### src/sv/touch_motion_accumulator_defines.svh
// Assertion macros for the touch motion accumulator.
// Each macro expects clk and rst_n in the scope where it is used.
`ifndef TOUCH_MOTION_ACCUMULATOR_DEFINES_SVH
`define TOUCH_MOTION_ACCUMULATOR_DEFINES_SVH

`ifndef SYNTH
`define TMA_ASSERT_IMP(lbl, ante, cons) \
  lbl: assert property (@(posedge clk) disable iff (!rst_n) (ante) |-> (cons)) \
    else $error("tma assertion failed");
`define TMA_ASSERT_NXT(lbl, ante, cons) \
  lbl: assert property (@(posedge clk) disable iff (!rst_n) (ante) |=> (cons)) \
    else $error("tma assertion failed");
`else
`define TMA_ASSERT_IMP(lbl, ante, cons)
`define TMA_ASSERT_NXT(lbl, ante, cons)
`endif

`endif

### src/sv/tma_pkg.sv
package tma_pkg;

  localparam int unsigned SENS_W      = 4;
  localparam int unsigned THR_W       = 8;
  localparam int unsigned CFG_DATA_W  = 8;
  localparam int unsigned DELTA_W     = 16;
  localparam int unsigned COUNT_W     = 3;
  localparam int unsigned STRENGTH_W  = 16;
  localparam int unsigned REPORT_W    = 8;
  localparam int unsigned COEF_W      = 23;
  localparam int unsigned PROD_W      = DELTA_W + COEF_W;
  localparam int unsigned RECIP_SHIFT = 21;
  localparam int unsigned IN_DATA_W   = 56;
  localparam int unsigned OUT_DATA_W  = 56;
  localparam int unsigned OUT_USER_W  = 2;

  // ceil(2^21 / 5): exact floor division by five for products below 2^19
  localparam logic [18:0] RECIP_FIFTH = 19'd419431;

  localparam logic [STRENGTH_W-1:0] CLICK_STRENGTH = 16'd200;
  localparam logic [COUNT_W-1:0]    ONE_FINGER     = 3'd1;

  localparam logic [SENS_W-1:0] SENS_RESET = 4'd5;
  localparam logic [THR_W-1:0]  THR_RESET  = 8'd2;

  typedef enum logic [0:0] {
    REG_SENSITIVITY    = 1'b0,
    REG_MOVE_THRESHOLD = 1'b1
  } cfg_reg_t;

  typedef struct packed {
    logic signed [DELTA_W-1:0] delta_x;
    logic signed [DELTA_W-1:0] delta_y;
    logic [COUNT_W-1:0]        touch_count;
    logic [STRENGTH_W-1:0]     first_strength;
  } in_item_t;

  typedef struct packed {
    logic [DELTA_W-1:0]         step_x;
    logic [DELTA_W-1:0]         step_y;
    logic                       moved;
    logic                       single;
    logic                       press;
    logic signed [REPORT_W-1:0] report_x;
    logic signed [REPORT_W-1:0] report_y;
  } scaled_t;

  typedef struct packed {
    logic                       move_valid;
    logic signed [DELTA_W-1:0]  move_x;
    logic signed [DELTA_W-1:0]  move_y;
    logic                       button_event;
    logic                       button_down;
    logic                       report_valid;
    logic signed [REPORT_W-1:0] report_x;
    logic signed [REPORT_W-1:0] report_y;
  } result_t;

  // sensitivity times the reciprocal of five, computed from the sensitivity code
  function automatic logic [COEF_W-1:0] gain_coef(input logic [SENS_W-1:0] sens);
    gain_coef = COEF_W'(sens) * COEF_W'(RECIP_FIFTH);
  endfunction

endpackage

### src/sv/tma_scale.sv
module tma_scale (
  input  logic                                clk,
  input  logic                                rst_n,
  input  logic                                item_valid,
  output logic                                item_ready,
  input  tma_pkg::in_item_t                   item,
  input  logic [tma_pkg::SENS_W-1:0]          sens,
  output logic                                scl_valid,
  input  logic                                scl_ready,
  output tma_pkg::scaled_t                    scl
);

  logic              scl_valid_r;
  logic              scl_valid_nxt;
  tma_pkg::scaled_t  scl_r;
  tma_pkg::scaled_t  scl_nxt;
  logic [tma_pkg::COEF_W-1:0] coef;
  logic              advance;

  function automatic logic [tma_pkg::DELTA_W-1:0] scale_axis(
    input logic signed [tma_pkg::DELTA_W-1:0] raw,
    input logic [tma_pkg::COEF_W-1:0]         k
  );
    logic [tma_pkg::DELTA_W-1:0] m;
    logic [tma_pkg::PROD_W-1:0]  p;
    logic [tma_pkg::DELTA_W-1:0] q;
    m = raw[tma_pkg::DELTA_W-1] ? (~raw + 16'd1) : raw;
    p = tma_pkg::PROD_W'(m) * tma_pkg::PROD_W'(k);
    q = p[tma_pkg::RECIP_SHIFT +: tma_pkg::DELTA_W];
    return raw[tma_pkg::DELTA_W-1] ? (~q + 16'd1) : q;
  endfunction

  function automatic logic signed [tma_pkg::REPORT_W-1:0] clamp8(
    input logic signed [tma_pkg::DELTA_W-1:0] v
  );
    if (v > 16'sd127) begin
      return 8'sd127;
    end else if (v < -16'sd128) begin
      return -8'sd128;
    end
    return v[tma_pkg::REPORT_W-1:0];
  endfunction

  assign advance    = !scl_valid_r || scl_ready;
  assign item_ready = advance;
  assign coef       = tma_pkg::gain_coef(sens);

  always_comb begin
    scl_nxt.moved    = (item.delta_x != '0) || (item.delta_y != '0);
    scl_nxt.step_x   = scale_axis(item.delta_x, coef);
    scl_nxt.step_y   = scale_axis(item.delta_y, coef);
    scl_nxt.single   = (item.touch_count == tma_pkg::ONE_FINGER);
    scl_nxt.press    = (item.first_strength > tma_pkg::CLICK_STRENGTH);
    scl_nxt.report_x = scl_nxt.moved ? clamp8(item.delta_x) : '0;
    scl_nxt.report_y = scl_nxt.moved ? clamp8(item.delta_y) : '0;
    scl_valid_nxt    = advance ? item_valid : scl_valid_r;
  end

  always_ff @(posedge clk) begin
    if (!rst_n) begin
      scl_valid_r <= 1'b0;
    end else begin
      scl_valid_r <= scl_valid_nxt;
    end
  end

  always_ff @(posedge clk) begin
    if (advance && item_valid) begin
      scl_r <= scl_nxt;
    end
  end

  assign scl_valid = scl_valid_r;
  assign scl       = scl_r;

endmodule

### src/sv/tma_accum.sv
`include "touch_motion_accumulator_defines.svh"

module tma_accum (
  input  logic                        clk,
  input  logic                        rst_n,
  input  logic                        scl_valid,
  output logic                        scl_ready,
  input  tma_pkg::scaled_t            scl,
  input  logic [tma_pkg::THR_W-1:0]   thr,
  output logic                        res_valid,
  input  logic                        res_ready,
  output tma_pkg::result_t            res
);

  logic [tma_pkg::DELTA_W-1:0] sum_x_r, sum_x_nxt;
  logic [tma_pkg::DELTA_W-1:0] sum_y_r, sum_y_nxt;
  logic                        left_r, left_nxt;
  logic                        res_valid_r, res_valid_nxt;
  tma_pkg::result_t            res_r, res_nxt;
  logic [tma_pkg::DELTA_W-1:0] acc_x, acc_y;
  logic [tma_pkg::DELTA_W-1:0] mag_x, mag_y;
  logic                        hit_x, hit_y;
  logic                        advance;
  logic                        take;

  assign advance   = !res_valid_r || res_ready;
  assign scl_ready = advance;
  assign take      = advance && scl_valid;

  always_comb begin
    acc_x = sum_x_r + scl.step_x;
    acc_y = sum_y_r + scl.step_y;
    mag_x = acc_x[tma_pkg::DELTA_W-1] ? (~acc_x + 16'd1) : acc_x;
    mag_y = acc_y[tma_pkg::DELTA_W-1] ? (~acc_y + 16'd1) : acc_y;
    hit_x = scl.moved && (mag_x >= tma_pkg::DELTA_W'(thr));
    hit_y = scl.moved && (mag_y >= tma_pkg::DELTA_W'(thr));

    sum_x_nxt = sum_x_r;
    sum_y_nxt = sum_y_r;
    if (scl.moved) begin
      sum_x_nxt = hit_x ? '0 : acc_x;
      sum_y_nxt = hit_y ? '0 : acc_y;
    end

    left_nxt = scl.single ? scl.press : left_r;

    res_nxt.move_x       = hit_x ? acc_x : '0;
    res_nxt.move_y       = hit_y ? acc_y : '0;
    res_nxt.move_valid   = (res_nxt.move_x != '0) || (res_nxt.move_y != '0);
    res_nxt.button_event = scl.single && (scl.press != left_r);
    res_nxt.button_down  = left_nxt;
    res_nxt.report_valid = scl.moved;
    res_nxt.report_x     = scl.report_x;
    res_nxt.report_y     = scl.report_y;

    res_valid_nxt = advance ? scl_valid : res_valid_r;
  end

  always_ff @(posedge clk) begin
    if (!rst_n) begin
      sum_x_r     <= '0;
      sum_y_r     <= '0;
      left_r      <= 1'b0;
      res_valid_r <= 1'b0;
    end else begin
      res_valid_r <= res_valid_nxt;
      if (take) begin
        sum_x_r <= sum_x_nxt;
        sum_y_r <= sum_y_nxt;
        left_r  <= left_nxt;
      end
    end
  end

  always_ff @(posedge clk) begin
    if (take) begin
      res_r <= res_nxt;
    end
  end

  assign res_valid = res_valid_r;
  assign res       = res_r;

  `TMA_ASSERT_NXT(a_still_sums, take && !scl.moved, $stable(sum_x_r) && $stable(sum_y_r))
  `TMA_ASSERT_NXT(a_keep_button, take && !scl.single, $stable(left_r))
  `TMA_ASSERT_NXT(a_clear_x, take, res_r.move_x == '0 || sum_x_r == '0)
  `TMA_ASSERT_NXT(a_clear_y, take, res_r.move_y == '0 || sum_y_r == '0)
  `TMA_ASSERT_NXT(a_button_state, take, res_r.button_down == left_r)

endmodule

### src/sv/touch_motion_accumulator.sv
// Each transaction passes through the input, scale and result registers in turn.
// Throughput: one transaction per cycle while out_tready is high; ready is chained through the
// stages, so input is still taken while a result waits if the input or scale register is empty.
// Reset (rst_n low, synchronous): clears all valid flags, both accumulators and the button state,
// and loads sensitivity 5 and move threshold 2.
module touch_motion_accumulator (
  input  logic                              clk,
  input  logic                              rst_n,
  input  logic                              in_tvalid,
  output logic                              in_tready,
  // [15:0] delta_x, [31:16] delta_y, [34:32] touch_count, [50:35] first_strength
  input  logic [tma_pkg::IN_DATA_W-1:0]     in_tdata,
  output logic                              out_tvalid,
  input  logic                              out_tready,
  // [15:0] move_x, [31:16] move_y, [32] button_event, [33] button_down,
  // [41:34] report_x, [49:42] report_y
  output logic [tma_pkg::OUT_DATA_W-1:0]    out_tdata,
  // [0] move_valid, [1] report_valid
  output logic [tma_pkg::OUT_USER_W-1:0]    out_tuser,
  input  logic                              cfg_we,
  input  logic                              cfg_index,
  input  logic [tma_pkg::CFG_DATA_W-1:0]    cfg_wdata
);

  logic                              in_valid_r, in_valid_nxt;
  tma_pkg::in_item_t                 in_r, in_nxt;
  logic [tma_pkg::SENS_W-1:0]        sens_r;
  logic [tma_pkg::THR_W-1:0]         thr_r;
  logic                              item_ready;
  logic                              scl_valid, scl_ready;
  tma_pkg::scaled_t                  scl;
  tma_pkg::result_t                  res;
  logic                              take_in;

  assign in_tready = !in_valid_r || item_ready;
  assign take_in   = in_tvalid && in_tready;

  always_comb begin
    in_nxt.delta_x        = in_tdata[15:0];
    in_nxt.delta_y        = in_tdata[31:16];
    in_nxt.touch_count    = in_tdata[34:32];
    in_nxt.first_strength = in_tdata[50:35];
    in_valid_nxt          = in_tready ? in_tvalid : in_valid_r;
  end

  always_ff @(posedge clk) begin
    if (!rst_n) begin
      in_valid_r <= 1'b0;
      sens_r     <= tma_pkg::SENS_RESET;
      thr_r      <= tma_pkg::THR_RESET;
    end else begin
      in_valid_r <= in_valid_nxt;
      if (cfg_we) begin
        unique case (cfg_index)
          tma_pkg::REG_SENSITIVITY:    sens_r <= cfg_wdata[tma_pkg::SENS_W-1:0];
          tma_pkg::REG_MOVE_THRESHOLD: thr_r  <= cfg_wdata[tma_pkg::THR_W-1:0];
          default: ;
        endcase
      end
    end
  end

  always_ff @(posedge clk) begin
    if (take_in) begin
      in_r <= in_nxt;
    end
  end

  tma_scale u_scale (
    .clk        (clk),
    .rst_n      (rst_n),
    .item_valid (in_valid_r),
    .item_ready (item_ready),
    .item       (in_r),
    .sens       (sens_r),
    .scl_valid  (scl_valid),
    .scl_ready  (scl_ready),
    .scl        (scl)
  );

  tma_accum u_accum (
    .clk       (clk),
    .rst_n     (rst_n),
    .scl_valid (scl_valid),
    .scl_ready (scl_ready),
    .scl       (scl),
    .thr       (thr_r),
    .res_valid (out_tvalid),
    .res_ready (out_tready),
    .res       (res)
  );

  assign out_tdata = {6'd0, res.report_y, res.report_x, res.button_down, res.button_event,
                      res.move_y, res.move_x};
  assign out_tuser = {res.report_valid, res.move_valid};

endmodule

### config.mk
export PLATFORM = sky130hd
export DESIGN_NAME = touch_motion_accumulator
export DESIGN_NICKNAME = d
export VERILOG_FILES = /design/src/sv/tma_pkg.sv /design/src/sv/tma_scale.sv /design/src/sv/tma_accum.sv /design/src/sv/touch_motion_accumulator.sv
export VERILOG_INCLUDE_DIRS = /design/src /design/src/sv
export SDC_FILE = /design/constraint.sdc
export NUM_CORES = 2
export LEC_CHECK = 0
export ABC_AREA = 1
export BUFFER_PORTS_ARGS = -buffer_cell sky130_fd_sc_hd__buf_2
export CAP_MARGIN = 0
export CORE_ASPECT_RATIO = 2
export CORE_MARGIN = 1
export CORE_UTILIZATION = 59
export CTS_CLUSTER_DIAMETER = 150
export CTS_CLUSTER_SIZE = 30
export DETAILED_ROUTE_END_ITERATION = 7
export PLACE_DENSITY = 0.9
export SYNTH_ARGS = -nofsm -noshare
export SYNTH_HDL_FRONTEND = slang
export SYNTH_SLANG_ARGS = --single-unit
### constraint.sdc
create_clock -name clk -period 7.9 [get_ports clk]
set_clock_uncertainty 0.2 [all_clocks]
set_input_delay 1.58 -clock clk [delete_from_list [all_inputs] [get_ports clk]]
set_output_delay 1.58 -clock clk [all_outputs]
set_load 0.03 [all_outputs]
==> impl_metrics.prom <==
# TYPE chip_impl_metric gauge
chip_impl_metric{name="first_global_vias",unit=""} 36856
chip_impl_info{name="cts_tree",value="done"} 1
chip_impl_metric{name="floorplan.initialDensity",unit="%"} 59.50
chip_impl_info{name="worstHoldStart",value="u_scale.scl[9]"} 1
chip_impl_metric{name="design.final.nets",unit=""} 5878
chip_impl_metric{name="synth_edf_count",unit=""} 154
chip_impl_metric{name="postSynthAreaPerCell",unit="um^2"} 7.812
chip_impl_metric{name="first_iter_violations",unit=""} 4168
chip_impl_info{name="clockRootBuffer",value="sky130_fd_sc_hd__clkbuf_16"} 1
chip_impl_metric{name="min_path_cells",unit=""} 0
chip_impl_metric{name="gpl.final_weighted_congestion",unit=""} 1.042
chip_impl_metric{name="ant_nets",unit=""} 0
chip_impl_info{name="start_kind",value="flip-flop"} 1
chip_impl_metric{name="number_of_synthesis_warnings",unit=""} 0
chip_impl_info{name="timing.rr.end",value="u_scale.scl[31]"} 1
chip_impl_metric{name="flow.area_growth_from_synthesis",unit="%"} 21.58
chip_impl_metric{name="detailroute.via_count",unit=""} 35137
chip_impl_metric{name="layout-drive-gt1-share",unit="%"} 21.60
chip_impl_metric{name="worstPathMaxFanout",unit=""} 5
chip_impl_info{name="post-synth-top-count-cell",value="sky130_fd_sc_hd__nand2_1"} 1
chip_impl_metric{name="clk_pin_slew_worst_paths",unit="ns"} 0.12
chip_impl_metric{name="cp_data_required_time",unit="ns"} 7.95
chip_impl_info{name="worst_hold_path_type",value="reg2reg"} 1
chip_impl_metric{name="fmax",unit="MHz"} 109.1
chip_impl_info{name="post_synth_most_frequent_cells",value="sky130_fd_sc_hd__nand2_1 (1,042), sky130_fd_sc_hd__inv_1 (1,033), sky130_fd_sc_hd__fa_1 (585)"} 1
chip_impl_metric{name="asyncSetResetFlopFracSynth",unit="%"} 0
chip_impl_info{name="synth_top_flop_cell",value="sky130_fd_sc_hd__edfxtp_1"} 1
chip_impl_metric{name="die_area",unit="um^2"} 60500
chip_impl_metric{name="gr-usage-all-layers",unit="%"} 41.29
chip_impl_info{name="critPathMostFrequentCell",value="sky130_fd_sc_hd__inv_2"} 1
chip_impl_metric{name="routed_wirelength",unit="um"} 130800
chip_impl_metric{name="clock_sink_count",unit=""} 202
chip_impl_metric{name="core-area",unit="um^2"} 58960
chip_impl_info{name="crit_type",value="reg2reg"} 1
chip_impl_metric{name="largest_net_degree_at_the_start_of_global_routing",unit=""} 62
chip_impl_metric{name="number_of_antenna_violations_at_the_first_check_in_global_routing",unit=""} 3
chip_impl_metric{name="tightestPinTransition",unit="ns"} 1.174
chip_impl_info{name="cp_slowest_cell",value="sky130_fd_sc_hd__fa_1"} 1
chip_impl_metric{name="synth_area",unit="um^2"} 35080
chip_impl_metric{name="final.setup.worst_slack",unit="ns"} -1.269
chip_impl_metric{name="cp_slowest_stage_delay",unit="ns"} 0.59
chip_impl_metric{name="die-height",unit="um"} 346.9
chip_impl_metric{name="synth_seq_area_share",unit="%"} 15.92
chip_impl_metric{name="post_synth_inst_count",unit=""} 4491
chip_impl_metric{name="insertion_delay",unit="ns"} 0.51
chip_impl_metric{name="layout_worst_path_cycle_share",unit="%"} 116.1
chip_impl_metric{name="drt-pass1-iter-count",unit=""} 8
chip_impl_metric{name="globalRoute.totalOverflow",unit=""} 0
chip_impl_metric{name="report.final.slew_viol_count",unit=""} 0
chip_impl_metric{name="worst_r2r_path_depth",unit=""} 46
chip_impl_metric{name="average_routed_wire_per_standard_cell",unit="um"} 22.81
chip_impl_info{name="worst_hold_path.endpoint",value="u_accum.res[9]"} 1
chip_impl_metric{name="route.detailed.vias_per_inst",unit=""} 6.130
chip_impl_metric{name="reg2reg_setup_slack",unit="ns"} -1.27
chip_impl_metric{name="place_hpwl",unit="um"} 91090
chip_impl_info{name="crit_path_end_kind",value="flip-flop"} 1
chip_impl_metric{name="preCtsSetupSlack",unit="ns"} -0.9673
chip_impl_metric{name="setup_viol",unit=""} 32
chip_impl_metric{name="postSynthRegisterBits",unit=""} 202
chip_impl_info{name="synth_top_area_cells",value="sky130_fd_sc_hd__fa_1 (33%), sky130_fd_sc_hd__edfxtp_1 (13%), sky130_fd_sc_hd__nand2_1 (11%)"} 1
chip_impl_metric{name="max_cap_viols",unit=""} 0
chip_impl_metric{name="diode_insertion_count_for_antenna_repair",unit=""} 0
chip_impl_metric{name="finalHoldViolations",unit=""} 0
chip_impl_metric{name="num_io_pins",unit=""} 130
chip_impl_metric{name="final_period_minus_worst_setup_slack",unit="ns"} 9.169
chip_impl_metric{name="drc",unit=""} 3
chip_impl_metric{name="clockBufferDepth",unit=""} 3
chip_impl_metric{name="worstPathArrival",unit="ns"} 9.22
chip_impl_info{name="outcome",value="complete, but fails checks"} 1
chip_impl_metric{name="tritoncts_buffer_count",unit=""} 11
chip_impl_metric{name="post_synth_num_cell_types",unit=""} 54
chip_impl_info{name="worst_r2r_startpoint",value="sens_r[2]"} 1
chip_impl_info{name="failed_checks",value="design-rule violations, negative setup slack"} 1
chip_impl_metric{name="io_buffer_count",unit=""} 118
chip_impl_metric{name="die-width",unit="um"} 174.4
chip_impl_metric{name="site_row_count",unit=""} 126
chip_impl_info{name="post-synth-top-area-cell",value="sky130_fd_sc_hd__fa_1"} 1
chip_impl_metric{name="slew_headroom",unit="%"} 21.64
chip_impl_metric{name="ctsHtreeMaxLevel",unit=""} 1
chip_impl_metric{name="netlist.area_leader.share",unit="%"} 33.38
chip_impl_info{name="setup_repair_after_global_routing_missed_its_margin",value="true"} 1
chip_impl_metric{name="grt_pass1_wl",unit="um"} 189200
cells in the final DEF, fill, tap and decap left out, types with 35 or more instances in the layout:
cell and instances:
sky130_fd_sc_hd__a21oi_1 113, sky130_fd_sc_hd__buf_2 118, sky130_fd_sc_hd__buf_4 390, sky130_fd_sc_hd__buf_6 35, sky130_fd_sc_hd__dfxtp_1 45, sky130_fd_sc_hd__edfxtp_1 154, sky130_fd_sc_hd__fa_1 565, sky130_fd_sc_hd__ha_1 228
sky130_fd_sc_hd__inv_1 970, sky130_fd_sc_hd__inv_2 71, sky130_fd_sc_hd__nand2_1 932, sky130_fd_sc_hd__nand2_2 92, sky130_fd_sc_hd__nand2_4 35, sky130_fd_sc_hd__nand3_1 132, sky130_fd_sc_hd__nand4_1 35, sky130_fd_sc_hd__nor2_1 467
sky130_fd_sc_hd__nor2_2 38, sky130_fd_sc_hd__nor2_4 38, sky130_fd_sc_hd__o21ai_0 71
how the worst max path moves through the flow:
stage / startpoint / to / slack [ns] / cells past startpoint
after floorplan: sens_r[1] / u_scale.scl[49] / -0.22 / 46
after global placement: sens_r[2] / u_scale.scl[34] / -0.81 / 44
after detailed placement: sens_r[1] / u_scale.scl[34] / -0.97 / 43
after CTS: sens_r[1] / u_scale.scl[33] / -0.61 / 42
after global routing: sens_r[2] / u_scale.scl[50] / -1.49 / 45
final: sens_r[2] / u_scale.scl[31] / -1.27 / 46
metrics by stage:
| stage | setup TNS (ns) | instance area, um^2 | std cells | utilization, % | hold slack [ns] |
|---|---|---|---|---|---|
| 6_report | -33.02 | 42650 | 5732 | 72.34 | 0.2286 |
| 5_1_grt | -39.45 | 42650 | 5732 | 72.34 | 0.2372 |
| 4_1_cts | -13.29 | 41840 | 5714 | 70.97 | 0.2311 |
| 3_5_place_dp | -23.44 | 39920 | 5654 | 67.71 | 0.2045 |
| 3_3_place_gp | -18.11 | 39920 | 5654 | 67.71 | 0.2031 |
| 2_1_floorplan | -1.388 | 35640 | 4496 | - | 0.2003 |
logic make-up after synthesis:
kind of cell | synth area share [%]
flip-flops | 15.92
XOR/XNOR | 1.573
AND/OR/NAND/NOR | 21.72
buffers and inverters | 12.92
AO/OA/AOI/OAI | 5.100
adder cells (fa/ha/maj) | 42.76
other | 0.01069
critical path, delay by kind of cell, from the launching register on:
family                   cells  cell delay, ns
flip-flops                   1            0.36
AO/OA/AOI/OAI                5            0.78
adder cells (fa/ha/maj)     10            4.56
buffers and inverters       11            0.84
AND/OR/NAND/NOR             20            2.14
layer usage:
layer	up-vias	global-route usage, %	wire length [um]
met4	2	39.01	16050
met3	1323	9.220	15730
met2	3030	71.38	62300
li1	14400	-	-
met5	-	0	13
met1	16382	40.25	36680
state kept, by name, indices dropped and copies added (netlist names):
| signal | flops |
|---|---|
| thr_r | 8 |
| u_scale.scl_valid | 1 |
| u_scale.scl | 51 |
| in_r | 51 |
| u_accum.sum_y_r | 16 |
| u_accum.left_r | 1 |
| sens_r | 4 |
| u_accum.sum_x_r | 16 |
| in_valid_r | 1 |
| u_accum.res | 52 |
| u_accum.res_valid | 1 |
final cells by class:
| cell class | instances | area, um^2 |
|---|---|---|
| Clock inverter | 2 | 40.04 |
| Multi-Input combinational cell | 3115 | 27210 |
| Clock buffer | 15 | 290.3 |
| Fill cell | 3689 | 16310 |
| Inverter | 1052 | 3975 |
| Sequential cell | 202 | 5589 |
| Timing Repair Buffer | 577 | 4581 |
| Tap cell | 768 | 960.9 |
| Timing Repair inverter | 1 | 11.26 |
repair_timing:
action | 4_1_cts | 5_1_grt
buffers inserted | 47 | 23
resized for setup | 325 | 182
cloned | 3 | 0
hold buffers | 0 | 0
pin swaps | 159 | 145
endpoints found under the setup margin | 32 | 32
Power is left out: the tool's default activity adds up to more than one toggle a clock period on the data nets, which glitch-free logic cannot reach.
